### src/sv/sorted_set_merge_intersect_union_defines.svh
// Assertion macros for the sorted set merge block.
`ifndef SORTED_SET_MERGE_INTERSECT_UNION_DEFINES_SVH
`define SORTED_SET_MERGE_INTERSECT_UNION_DEFINES_SVH

// Same-cycle implication, checked outside reset.
`define SSMIU_ASSERT_NOW(lbl, clk, rst_n, ante, cons, msg) \
    lbl: assert property (@(posedge clk) disable iff (!rst_n) (ante) |-> (cons)) \
        else $error(msg);

// Next-cycle implication, checked outside reset.
`define SSMIU_ASSERT_NEXT(lbl, clk, rst_n, ante, cons, msg) \
    lbl: assert property (@(posedge clk) disable iff (!rst_n) (ante) |=> (cons)) \
        else $error(msg);

`endif

### src/sv/ssmiu_pkg.sv
// Shared types and constants for the sorted set merge block.
`default_nettype none
package ssmiu_pkg;

    localparam int ROW_W             = 64;
    localparam int BUFFER_DEPTH_DEF  = 16;

    // Result word source select
    localparam logic [1:0] SEL_HEAD = 2'd0;
    localparam logic [1:0] SEL_ITEM = 2'd1;
    localparam logic [1:0] SEL_OVF  = 2'd2;
    localparam logic [1:0] SEL_END  = 2'd3;

    typedef struct packed {
        logic                    op;
        logic signed [ROW_W-1:0] row_value;
        logic                    has_row;
        logic                    stream_last;
    } in_word_t;

    typedef struct packed {
        logic signed [ROW_W-1:0] out_row;
        logic                    out_valid;
        logic                    set_end;
        logic                    overflow;
    } out_word_t;

    typedef struct packed {
        logic       load_item;
        logic       emit;
        logic [1:0] emit_sel;
        logic       pop;
        logic       push;
        logic       flush_all;
        logic       set_fin;
        logic       clear;
    } cmd_t;

    typedef struct packed {
        logic count_zero;
        logic count_full;
        logic side;
        logic fin_a;
        logic fin_b;
        logic head_lt;
        logic head_eq;
        logic out_free;
        logic op;
        logic has_row;
        logic stream_last;
        logic uni;
    } sts_t;

endpackage
`default_nettype wire

### src/sv/sorted_set_merge_intersect_union.sv
// A word is accepted in ST_IDLE and its row decided in ST_ROW; a row meeting pending rows of
// the other side goes to ST_CMP, which pops smaller rows in turn. An end mark passes ST_END,
// and ST_ENDO if its stream had not ended; a flush drops the rows at once in intersection and
// emits them one by one in union, and ST_DONE sends the end-of-set word. One word is in work at
// a time: a new word waits until the last is done, and an untaken result stalls the controller.
// Synchronous active-low reset clears FIFO pointers, side and end flags, mode and output valid.
`default_nettype none
`include "sorted_set_merge_intersect_union_defines.svh"
module sorted_set_merge_intersect_union #(
    parameter int BUFFER_DEPTH = ssmiu_pkg::BUFFER_DEPTH_DEF
) (
    input  wire logic                 aclk,
    input  wire logic                 aresetn,
    // mode register: 0 intersection, 1 union
    input  wire logic                 cfg_we,
    input  wire logic                 cfg_wdata,
    // input word stream, A and B interleaved
    input  wire logic                 s_valid,
    output logic                      s_ready,
    input  wire ssmiu_pkg::in_word_t  s_data,
    // result word stream
    output logic                      m_valid,
    input  wire logic                 m_ready,
    output ssmiu_pkg::out_word_t      m_data
);
    import ssmiu_pkg::*;

    cmd_t cmd;
    sts_t sts;
    logic end_emit;
    logic merge_idle;

    // Controller: walks each word through row handling, pops, end marks and flushes.
    ssmiu_ctrl u_ctrl (
        .aclk    (aclk),
        .aresetn (aresetn),
        .s_valid (s_valid),
        .s_ready (s_ready),
        .sts     (sts),
        .cmd     (cmd)
    );

    // Datapath: holds the word, the pending FIFO (RAM, read at the head) and
    // the result register that decouples the two channels.
    ssmiu_dp #(
        .DEPTH (BUFFER_DEPTH)
    ) u_dp (
        .aclk      (aclk),
        .aresetn   (aresetn),
        .cfg_we    (cfg_we),
        .cfg_wdata (cfg_wdata),
        .s_data    (s_data),
        .m_data    (m_data),
        .m_valid   (m_valid),
        .m_ready   (m_ready),
        .cmd       (cmd),
        .sts       (sts)
    );

    // end-of-set word going out, and the merge state back at its start
    assign end_emit   = cmd.emit && (cmd.emit_sel == SEL_END);
    assign merge_idle = sts.count_zero && !sts.fin_a && !sts.fin_b;

    // Load a result word only when the output register is free.
    `SSMIU_ASSERT_NOW(a_emit_free, aclk, aresetn, cmd.emit, sts.out_free, "result word overwritten")
    // Never pop an empty FIFO.
    `SSMIU_ASSERT_NOW(a_pop_nonempty, aclk, aresetn, cmd.pop, !sts.count_zero, "pop on empty FIFO")
    // Never push into a full FIFO.
    `SSMIU_ASSERT_NOW(a_push_room, aclk, aresetn, cmd.push, !sts.count_full, "push on full FIFO")
    // After the end-of-set word the merge state is back to its start.
    `SSMIU_ASSERT_NEXT(a_end_clears, aclk, aresetn, end_emit, merge_idle, "set end left state")
endmodule
`default_nettype wire

### src/sv/ssmiu_ram.sv
// Generic single-write, single-read RAM with registered read data.
`default_nettype none
module ssmiu_ram #(
    parameter int WIDTH = 64,
    parameter int DEPTH = 16
) (
    input  wire logic                     aclk,
    input  wire logic                     we,
    input  wire logic [$clog2(DEPTH)-1:0] waddr,
    input  wire logic [WIDTH-1:0]         wdata,
    input  wire logic [$clog2(DEPTH)-1:0] raddr,
    output logic      [WIDTH-1:0]         rdata
);
    logic [WIDTH-1:0] mem [DEPTH];

    always_ff @(posedge aclk) begin
        if (we) begin
            mem[waddr] <= wdata;
        end
        rdata <= mem[raddr];
    end
endmodule
`default_nettype wire

### src/sv/ssmiu_ctrl.sv
// Control state machine for the sorted set merge block.
`default_nettype none
module ssmiu_ctrl (
    input  wire logic           aclk,
    input  wire logic           aresetn,
    input  wire logic           s_valid,
    output logic                s_ready,
    input  wire ssmiu_pkg::sts_t sts,
    output ssmiu_pkg::cmd_t     cmd
);
    import ssmiu_pkg::*;

    localparam logic [2:0] ST_IDLE  = 3'd0;
    localparam logic [2:0] ST_ROW   = 3'd1;
    localparam logic [2:0] ST_CMP   = 3'd2;
    localparam logic [2:0] ST_END   = 3'd3;
    localparam logic [2:0] ST_ENDO  = 3'd4;
    localparam logic [2:0] ST_FLUSH = 3'd5;
    localparam logic [2:0] ST_DONE  = 3'd6;

    logic [2:0] state_reg, state_next;
    logic       fin_s, fin_o, other_pending;
    logic [2:0] after_row;

    assign fin_s         = sts.op ? sts.fin_b : sts.fin_a;
    assign fin_o         = sts.op ? sts.fin_a : sts.fin_b;
    assign other_pending = !sts.count_zero && (sts.side != sts.op);
    assign after_row     = sts.stream_last ? ST_END : ST_IDLE;
    assign s_ready       = (state_reg == ST_IDLE);

    always_comb begin
        state_next = state_reg;
        cmd        = '0;
        case (state_reg)
            ST_IDLE: begin
                if (s_valid) begin
                    cmd.load_item = 1'b1;
                    state_next    = ST_ROW;
                end
            end
            ST_ROW: begin
                if (!(sts.has_row && !fin_s)) begin
                    state_next = after_row;
                end else if (other_pending) begin
                    state_next = ST_CMP;
                end else if (fin_o) begin
                    if (!sts.uni) begin
                        state_next = after_row;
                    end else if (sts.out_free) begin
                        cmd.emit     = 1'b1;
                        cmd.emit_sel = SEL_ITEM;
                        state_next   = after_row;
                    end
                end else if (sts.count_full) begin
                    if (sts.out_free) begin
                        cmd.emit     = 1'b1;
                        cmd.emit_sel = SEL_OVF;
                        state_next   = after_row;
                    end
                end else begin
                    cmd.push   = 1'b1;
                    state_next = after_row;
                end
            end
            ST_CMP: begin
                if (!sts.count_zero && sts.head_lt) begin
                    if (!sts.uni) begin
                        cmd.pop = 1'b1;
                    end else if (sts.out_free) begin
                        cmd.emit     = 1'b1;
                        cmd.emit_sel = SEL_HEAD;
                        cmd.pop      = 1'b1;
                    end
                end else if (!sts.count_zero && sts.head_eq) begin
                    if (sts.out_free) begin
                        cmd.emit     = 1'b1;
                        cmd.emit_sel = SEL_ITEM;
                        cmd.pop      = 1'b1;
                        state_next   = after_row;
                    end
                end else if (!sts.count_zero || fin_o) begin
                    if (!sts.uni) begin
                        state_next = after_row;
                    end else if (sts.out_free) begin
                        cmd.emit     = 1'b1;
                        cmd.emit_sel = SEL_ITEM;
                        state_next   = after_row;
                    end
                end else begin
                    cmd.push   = 1'b1;
                    state_next = after_row;
                end
            end
            ST_END: begin
                if (sts.stream_last && !fin_s) begin
                    cmd.set_fin = 1'b1;
                    state_next  = ST_ENDO;
                end else begin
                    state_next = ST_IDLE;
                end
            end
            ST_ENDO: begin
                if (!sts.count_zero && (sts.side != sts.op || fin_o)) begin
                    state_next = ST_FLUSH;
                end else if (fin_o) begin
                    state_next = ST_DONE;
                end else begin
                    state_next = ST_IDLE;
                end
            end
            ST_FLUSH: begin
                if (sts.count_zero) begin
                    state_next = ST_ENDO;
                end else if (!sts.uni) begin
                    cmd.flush_all = 1'b1;
                end else if (sts.out_free) begin
                    cmd.emit     = 1'b1;
                    cmd.emit_sel = SEL_HEAD;
                    cmd.pop      = 1'b1;
                end
            end
            ST_DONE: begin
                if (sts.out_free) begin
                    cmd.emit     = 1'b1;
                    cmd.emit_sel = SEL_END;
                    cmd.clear    = 1'b1;
                    state_next   = ST_IDLE;
                end
            end
            default: begin
                state_next = ST_IDLE;
            end
        endcase
    end

    always_ff @(posedge aclk) begin
        if (!aresetn) begin
            state_reg <= ST_IDLE;
        end else begin
            state_reg <= state_next;
        end
    end
endmodule
`default_nettype wire

### src/sv/ssmiu_dp.sv
// Datapath: item latch, pending row FIFO, side and end flags, result register.
`default_nettype none
module ssmiu_dp #(
    parameter int DEPTH = ssmiu_pkg::BUFFER_DEPTH_DEF
) (
    input  wire logic                 aclk,
    input  wire logic                 aresetn,
    input  wire logic                 cfg_we,
    input  wire logic                 cfg_wdata,
    input  wire ssmiu_pkg::in_word_t  s_data,
    output ssmiu_pkg::out_word_t      m_data,
    output logic                      m_valid,
    input  wire logic                 m_ready,
    input  wire ssmiu_pkg::cmd_t      cmd,
    output ssmiu_pkg::sts_t           sts
);
    import ssmiu_pkg::*;

    localparam int AW = $clog2(DEPTH);
    localparam int CW = $clog2(DEPTH + 1);
    localparam logic [AW-1:0] LAST_IDX = AW'(DEPTH - 1);
    localparam logic [CW-1:0] FULL_CNT = CW'(DEPTH);

    in_word_t        item_reg;
    logic            uni_reg;
    logic            merge_mode_reg;
    logic [AW-1:0]   head_reg, head_next;
    logic [AW-1:0]   tail_reg, tail_next;
    logic [CW-1:0]   count_reg, count_next;
    logic            side_reg, fin_a_reg, fin_b_reg;
    out_word_t       out_reg, out_word;
    logic            m_valid_reg;
    logic [ROW_W-1:0] head_row;

    ssmiu_ram #(
        .WIDTH (ROW_W),
        .DEPTH (DEPTH)
    ) u_rows (
        .aclk  (aclk),
        .we    (cmd.push),
        .waddr (tail_reg),
        .wdata (item_reg.row_value),
        .raddr (head_next),
        .rdata (head_row)
    );

    // FIFO pointer and fill count update
    always_comb begin
        head_next  = head_reg;
        tail_next  = tail_reg;
        count_next = count_reg;
        if (cmd.clear) begin
            head_next  = '0;
            tail_next  = '0;
            count_next = '0;
        end else if (cmd.flush_all) begin
            head_next  = tail_reg;
            count_next = '0;
        end else if (cmd.pop) begin
            head_next  = (head_reg == LAST_IDX) ? '0 : head_reg + 1'b1;
            count_next = count_reg - 1'b1;
        end else if (cmd.push) begin
            tail_next  = (tail_reg == LAST_IDX) ? '0 : tail_reg + 1'b1;
            count_next = count_reg + 1'b1;
        end
    end

    always_comb begin
        out_word = '0;
        case (cmd.emit_sel)
            SEL_HEAD: begin
                out_word.out_row   = $signed(head_row);
                out_word.out_valid = 1'b1;
            end
            SEL_ITEM: begin
                out_word.out_row   = item_reg.row_value;
                out_word.out_valid = 1'b1;
            end
            SEL_OVF: begin
                out_word.overflow = 1'b1;
            end
            SEL_END: begin
                out_word.set_end = 1'b1;
            end
            default: begin
                out_word = '0;
            end
        endcase
    end

    always_ff @(posedge aclk) begin
        if (!aresetn) begin
            merge_mode_reg <= 1'b0;
            head_reg       <= '0;
            tail_reg       <= '0;
            count_reg      <= '0;
            side_reg       <= 1'b0;
            fin_a_reg      <= 1'b0;
            fin_b_reg      <= 1'b0;
            m_valid_reg    <= 1'b0;
        end else begin
            if (cfg_we) begin
                merge_mode_reg <= cfg_wdata;
            end
            head_reg  <= head_next;
            tail_reg  <= tail_next;
            count_reg <= count_next;
            if (cmd.clear) begin
                side_reg  <= 1'b0;
                fin_a_reg <= 1'b0;
                fin_b_reg <= 1'b0;
            end else begin
                if (cmd.push) begin
                    side_reg <= item_reg.op;
                end
                if (cmd.set_fin) begin
                    if (item_reg.op) begin
                        fin_b_reg <= 1'b1;
                    end else begin
                        fin_a_reg <= 1'b1;
                    end
                end
            end
            if (cmd.emit) begin
                m_valid_reg <= 1'b1;
            end else if (m_ready) begin
                m_valid_reg <= 1'b0;
            end
        end
    end

    always_ff @(posedge aclk) begin
        if (cmd.load_item) begin
            item_reg <= s_data;
            uni_reg  <= merge_mode_reg;
        end
        if (cmd.emit) begin
            out_reg <= out_word;
        end
    end

    assign m_data  = out_reg;
    assign m_valid = m_valid_reg;

    assign sts.count_zero  = (count_reg == '0);
    assign sts.count_full  = (count_reg == FULL_CNT);
    assign sts.side        = side_reg;
    assign sts.fin_a       = fin_a_reg;
    assign sts.fin_b       = fin_b_reg;
    assign sts.head_lt     = $signed(head_row) < item_reg.row_value;
    assign sts.head_eq     = $signed(head_row) == item_reg.row_value;
    assign sts.out_free    = !m_valid_reg || m_ready;
    assign sts.op          = item_reg.op;
    assign sts.has_row     = item_reg.has_row;
    assign sts.stream_last = item_reg.stream_last;
    assign sts.uni         = uni_reg;
endmodule
`default_nettype wire

### config.mk
export PLATFORM = sky130hd
export DESIGN_NAME = sorted_set_merge_intersect_union
export DESIGN_NICKNAME = d
export VERILOG_FILES = /design/src/sv/ssmiu_pkg.sv /design/src/sv/sorted_set_merge_intersect_union.sv /design/src/sv/ssmiu_ram.sv /design/src/sv/ssmiu_ctrl.sv /design/src/sv/ssmiu_dp.sv
export VERILOG_INCLUDE_DIRS = /design/src /design/src/sv
export SDC_FILE = /design/constraint.sdc
export NUM_CORES = 2
export LEC_CHECK = 0
export BUFFER_PORTS_ARGS = -buffer_cell sky130_fd_sc_hd__clkbuf_2
export CAP_MARGIN = 20
export CORE_ASPECT_RATIO = 2
export CORE_UTILIZATION = 30
export DETAILED_ROUTE_END_ITERATION = 6
export PLACE_DENSITY = 0.57
export SLEW_MARGIN = 20
export SYNTH_ARGS = -nofsm -noshare
export SYNTH_HDL_FRONTEND = slang
export SYNTH_SLANG_ARGS = --single-unit
### constraint.sdc
create_clock -name aclk -period 7.8 [get_ports aclk]
set_input_delay 0.78 -clock aclk [delete_from_list [all_inputs] [get_ports aclk]]
set_output_delay 0.78 -clock aclk [all_outputs]
set_load 0.1 [all_outputs]
# [Word level (Yosys, flattened, before mapping)]
# Memories as Yosys holds them, arrays and structs flattened. A register that Yosys moved wholly into a read port is not among the register bits.
# Cells that the tools add are included.
[op_classes] addsub=4 order_cmp=1 n_eq_ne=18 mux=70 bitwise_logic=4 n_reduce_logical=23
[op_table] op="one-hot mux 65 bit (2 select lines)" count=1
[op_table] op="two-way mux 3 bit" count=26
[op_table] op="== test 64 bit" count=1
[op_table] op="< comparator 64 bit" count=1
[op_table] op="two-way mux 4 bit" count=10
[op_table] op="two-way mux 1 bit" count=26
[op_table] op="one-hot mux 3 bit (7 select lines)" count=1
[op_table] op="one-hot mux 3 bit (4 select lines)" count=1
[op_table] op="two-way mux 5 bit" count=2
[op_table] op="== test 3 bit, second input constant" count=3
[op_table] op="adder 4 x 1 -> 4 bit, second input constant" count=2
[op_table] op="== test 4 bit, second input constant" count=2
[op_table] op="== test 3 x 2 -> 1 bit, second input constant" count=2
[op_table] op="logical AND 1 bit" count=6
[op_table] op="inequality test 2 bit, second input constant" count=3
[op_table] op="adder 5 x 1 -> 5 bit, second input constant" count=1
[op_table] op="== test 5 bit, second input constant" count=1
[op_table] op="logical NOT 5 bit" count=1
[op_table] op="subtractor 5 x 1 -> 5 bit, second input constant" count=1
[op_table] op="== test 2 bit, second input constant" count=2
[op_table] op="inverter 1 bit" count=4
[op_table] op="one-hot mux 1 bit (2 select lines)" count=2
[op_table] op="AND reduction 2 bit" count=2
[op_table] op="AND reduction 4 bit" count=1
[op_table] op="other kinds (13)" count=18
[totals] regBits=156 mem_bits_rw=1024 inputBits=73 output_inout_bits=69 word_cells=139 memories=1
[memory_table] name="u_dp.u_rows.mem" words=16 word_bits=64 rd=1 rd_ports_with_merged_regs=1 write_ports=1 line="ssmiu_ram.sv:14" rtl="logic [WIDTH-1:0] mem [DEPTH];"

# [Depth between registers and ports, before layout]
[logic_depth] word_depth=11 mapped_depth=19 ltp_nobuf=17

# [Hierarchy]
# From an unflattened synthesis, not the netlist that was laid out.
[hier_totals] hier_cells=2377 hier_area_um2=47895.9
[by_module_without_submodules] mod="ssmiu_ram" n_inst=1 cells_each=1647 area_per_inst_um2=39583.0 seq_area_each_um2=32030.7
[by_module_without_submodules] mod="ssmiu_dp" n_inst=1 cells_each=631 area_per_inst_um2=7658.6 seq_area_each_um2=4414.2
[by_module_without_submodules] mod="ssmiu_ctrl" n_inst=1 cells_each=99 area_per_inst_um2=654.4 seq_area_each_um2=60.1

# [Least setup slack after synthesis]
# Ideal clock, no wire load.
[synth_timing] path_kind="register to register" start="register u_dp.item_reg[37] (netlist name)" end="register u_dp.out_reg (netlist bit u_dp.m_data[0]), enable pin" setup_ns=0.587 arrival_ns=7.226 required_time_ns=7.213 setup_slack_ns=-0.013 stages_incl_launch_ff=12 path_buffers=0 path_cell_list="edfxtp_1 > inv_1 > ha_1 > a211oi_1 > o21ai_1 > a221oi_1 > o21ai_1 > or3_1 > or3_1 > nand2_1 > a21oi_1 > o21ai_0"
[synth_lines] item="start: declaration" line="ssmiu_dp.sv:24" rtl="in_word_t item_reg;"
[synth_lines] item="start signal: assignment" line="ssmiu_dp.sv:134" rtl="item_reg <= s_data;"
[synth_lines] item="end signal: assignment" line="ssmiu_dp.sv:138" rtl="out_reg <= out_word;"
[synth_lines] item="end: declaration" line="ssmiu_dp.sv:31" rtl="out_word_t out_reg, out_word;"

# [Final worst setup path]
[layout_timing] start="register u_dp.item_reg[37] (netlist name)" end="register u_dp.u_rows.rdata[61] (read register of u_dp.u_rows.mem)"
[layout_between] elab_chain_cells=8 word_cells_on_any_way=10
[layout_lines] item="branches (longest 3 deep; another with < comparator 64 bit)"
[layout_lines] item="two-way mux 4 bit *" line="ssmiu_ctrl.sv:66" rtl="if (!sts.count_zero && sts.head_lt) begin"
[layout_lines] item="one-hot mux 1 bit (2 select lines) *" line="ssmiu_ctrl.sv:34" rtl="case (state_reg)"
[layout_lines] item="two-way mux 4 bit *" line="ssmiu_dp.sv:59" rtl="end else if (cmd.pop) begin"
[layout_lines] item="two-way mux 4 bit *" line="ssmiu_dp.sv:56" rtl="end else if (cmd.flush_all) begin"
[layout_lines] item="two-way mux 4 bit *" line="ssmiu_dp.sv:52" rtl="if (cmd.clear) begin"
[layout_lines] item="end: declaration" line="ssmiu_ram.sv:12" rtl="output logic [WIDTH-1:0] rdata"
# Every way passes the cells marked *.
# A chain may end at the register's enable or synchronous reset.

==> results.md <==
- Netlist cell types: 59
- Post-Place Cells: 5635
- Final Wtd Congestion: 0.800
- Peak VDD IR: 0.396 mV
- Hold wc startpoint: s_data[4]
- Post-route insts no fill: 5833
- CTS root buffer: clkbuf_16
- Status: finished, violations left
- Initial Util: 30.2%
- Drt wl/cell: 24.0 um
- Core area: 163000 um^2
- Initial antenna violation count: 6
- Hold path depth: 1
- Most frequent cells in the layout: 1159 x edfxtp_1, 798 x nand2_1, 201 x mux2i_1
- Number of buffers created by CTS: 105
- Area delta synth->final: 15.1%
- CTS sink count: 1244
- Detailed placement HPWL: 79.7 mm
- Leakage power: 20.7 nW
- CTS tree: yes
- Syn Area/Cell: 14.2 um^2
- Die area: 166000 um^2
- Synth warn: 0
- Final core occ: 34.7%
- Drt initial violations: 2317
- Top Ports: 142
- Postcts setup bufs: 0
- Final setup TNS: 0 ns
- Syn nets: 3621
- Yosys reg bits: 1244
- Largest Register: u_dp.u_rows.mem
- Hold WS: 0.223 ns
- Via/cell ratio: 5.06
- Fill cell count: 15600
- Worst r2r src: u_dp.item_reg[37]
- Min-Delay Path Class: in -> reg
- CP max FO: 19
- WP data required: 8.39 ns
- First-pass GRT wire length: 202 mm
- GRT overflow: 0
- Setup crit start: u_dp.item_reg[37]
- Max reg flops: 1024
- Sequential area share after synthesis: 74.1%
- Site row count: 210
- Clock buffer depth: 3
- Largest net degree at the start of global routing: 185
- Max-cap violation count: 0
- Clock input transition at the sequential cells of the worst setup and hold paths: 0.07 ns
- GRT Total Usage: 16.6%
- Synth Instances: 3475
- Worst endpoint data arrival time: 6.58 ns
- Resized cells post-CTS: 0
- R2r setup slk: 1.81 ns
- DR pass1 iterations: 7
- Crit path time final: 5.99 ns
- Worst setup EP type: flop
- Vias in the first global route: 29600
- Nets: 3768
- Port Buffers: 141
- Final Slew Violations: 0
- Clk_lat worst skew: 0.72 ns
- Final setup violation count: 0
- Final Skew: 0.0430 ns
- Die Height: 575 um
- Top achievable clock speed: 167 MHz
- Failing checks: DRC
- Storage cell area: 36500 um^2
- Rel. slew slack: 23.5%
- Worst Max-Slew Pin Slew: 1.15 ns
- Die width: 288 um
- CP Class: reg -> reg
- DRC: 14
- Hold buffers post-CTS: 0
- RSZ-0062 raised after global routing: false
- Final WL: 140 mm
- Ys async rst share: 0%
- Final hold viol count: 0
- Main synth FF type: edfxtp_1
- Synthesized area: 49200 um^2
- Multi-input combinational cell area: 11900 um^2
- Total power: 0.0189 W
- Antenna Violating Nets Remaining: 0
- Most common cell after layout, fill and taps aside: edfxtp_1
- Power Density: 333 nW/um^2
- Final Cycle Share: 76.8%
- Htree depth: 3
- Layout cell share with drive strength beyond 1: 12.2%
- Type of origin of the critical path: flop
- Via count: 29500
- FF-to-FF path depth: 16
- Number of flops mapped to enable cells by yosys: 1159
## routing by layer
| layer | up-vias | routed length (um) | global-route usage, % |
|---|---|---|---|
| li1 | 13300 | - | - |
| met1 | 15300 | 55300 | 19.9 |
| met2 | 788 | 74800 | 30.8 |
| met3 | 193 | 6020 | 1.74 |
| met4 | 2 | 3580 | 5.01 |
| met5 | - | 13 | 0 |
## cell type report
| class | count | share of cell area (%) |
|---|---|---|
| diodes | 1 | 0.00442 |
| clock buffers | 128 | 4.95 |
| clock inverters | 69 | 1.45 |
| inverters | 73 | 0.484 |
| multi-input cells | 1955 | 20.9 |
| flip-flops and latches | 1244 | 64.4 |
| well taps | 2120 | 4.68 |
| repair buffers | 243 | 3.09 |
## synthesized netlist by cell type, drive strengths merged (2+ instances only)
master	instances	area, um^2
a31oi	4	25.0
and4	3	26.3
nor3	15	86.3
a32o	64	641
or4	2	15.0
nand2	799	3000
mux2	2	22.5
a21oi	158	791
nor4b	3	26.3
edfxtp	1159	34800
nand2b	5	31.3
clkbuf	139	522
buf	64	314
a211oi	9	77.6
inv	72	270
o21ai	81	405
a21o	11	82.6
o31ai	2	15.0
a221oi	3	26.3
nor2	48	180
nand4	12	75.1
nand3	146	731
and3	66	413
nor2b	9	56.3
o41ai	2	17.5
a32oi	65	569
o21a	2	15.0
or3	3	18.8
a21boi	3	26.3
o211ai	65	488
nor3b	2	15.0
dfxtp	85	1700
a211o	66	578
xor2	3	26.3
xnor2	4	35.0
nor4	4	25.0
o22ai	2	12.5
mux2i	201	2010
and4b	2	20.0
ha	72	901
and2	6	37.5
## power by group
group | internal, W | switching (W) | total (W)
clock | 0.00306 | 0.00252 | 0.00557
combinational | 0.00138 | 0.00309 | 0.00447
sequential | 0.00826 | 0.000553 | 0.00881
total | 0.0127 | 0.00616 | 0.0189
## worst paths after layout
check                          end
max          u_dp.u_rows.rdata[61]
max reg2reg  u_dp.u_rows.rdata[61]
min               u_dp.item_reg[4]
min reg2reg         u_dp.fin_a_reg
## cell families (layout without fill, tap and decap cells)
kind of cell	count (synthesis)	count (layout)	synth area share [%]
other cells	0	1	0
buf+inv	276	513	2.25
mux	203	203	4.13
xor+xnor	7	7	0.124
compound gates	546	546	7.83
flops	1244	1244	74.1
fa+ha+maj	73	73	1.87
simple gates	1126	1126	9.67
## through the flow
stage          worst slack [ns]  instance area (um^2)
6_report                   1.81                 56700
3_5_place_dp               1.66                 53000
3_3_place_gp               1.71                 53000
5_1_grt                    1.41                 56700
2_1_floorplan             0.895                 49200
4_1_cts                    1.65                 56700
## worst max-delay path, cell delays in order (launching register included)
cell      delay, ns
edfxtp_1       0.66
inv_1          0.10
ha_1           0.30
a211oi_1       0.21
o21ai_1        0.10
a221oi_1       0.70
o21ai_1        0.17
or3_1          0.51
or3_1          0.45
a21boi_2       0.28
nor3_4         0.10
o41ai_1        0.42
o21ai_1        0.30
nor2_4         0.74
buf_4          0.45
a32oi_1        0.17
o211ai_1       0.20
Note: power is estimated with default switching activity, not from simulation.
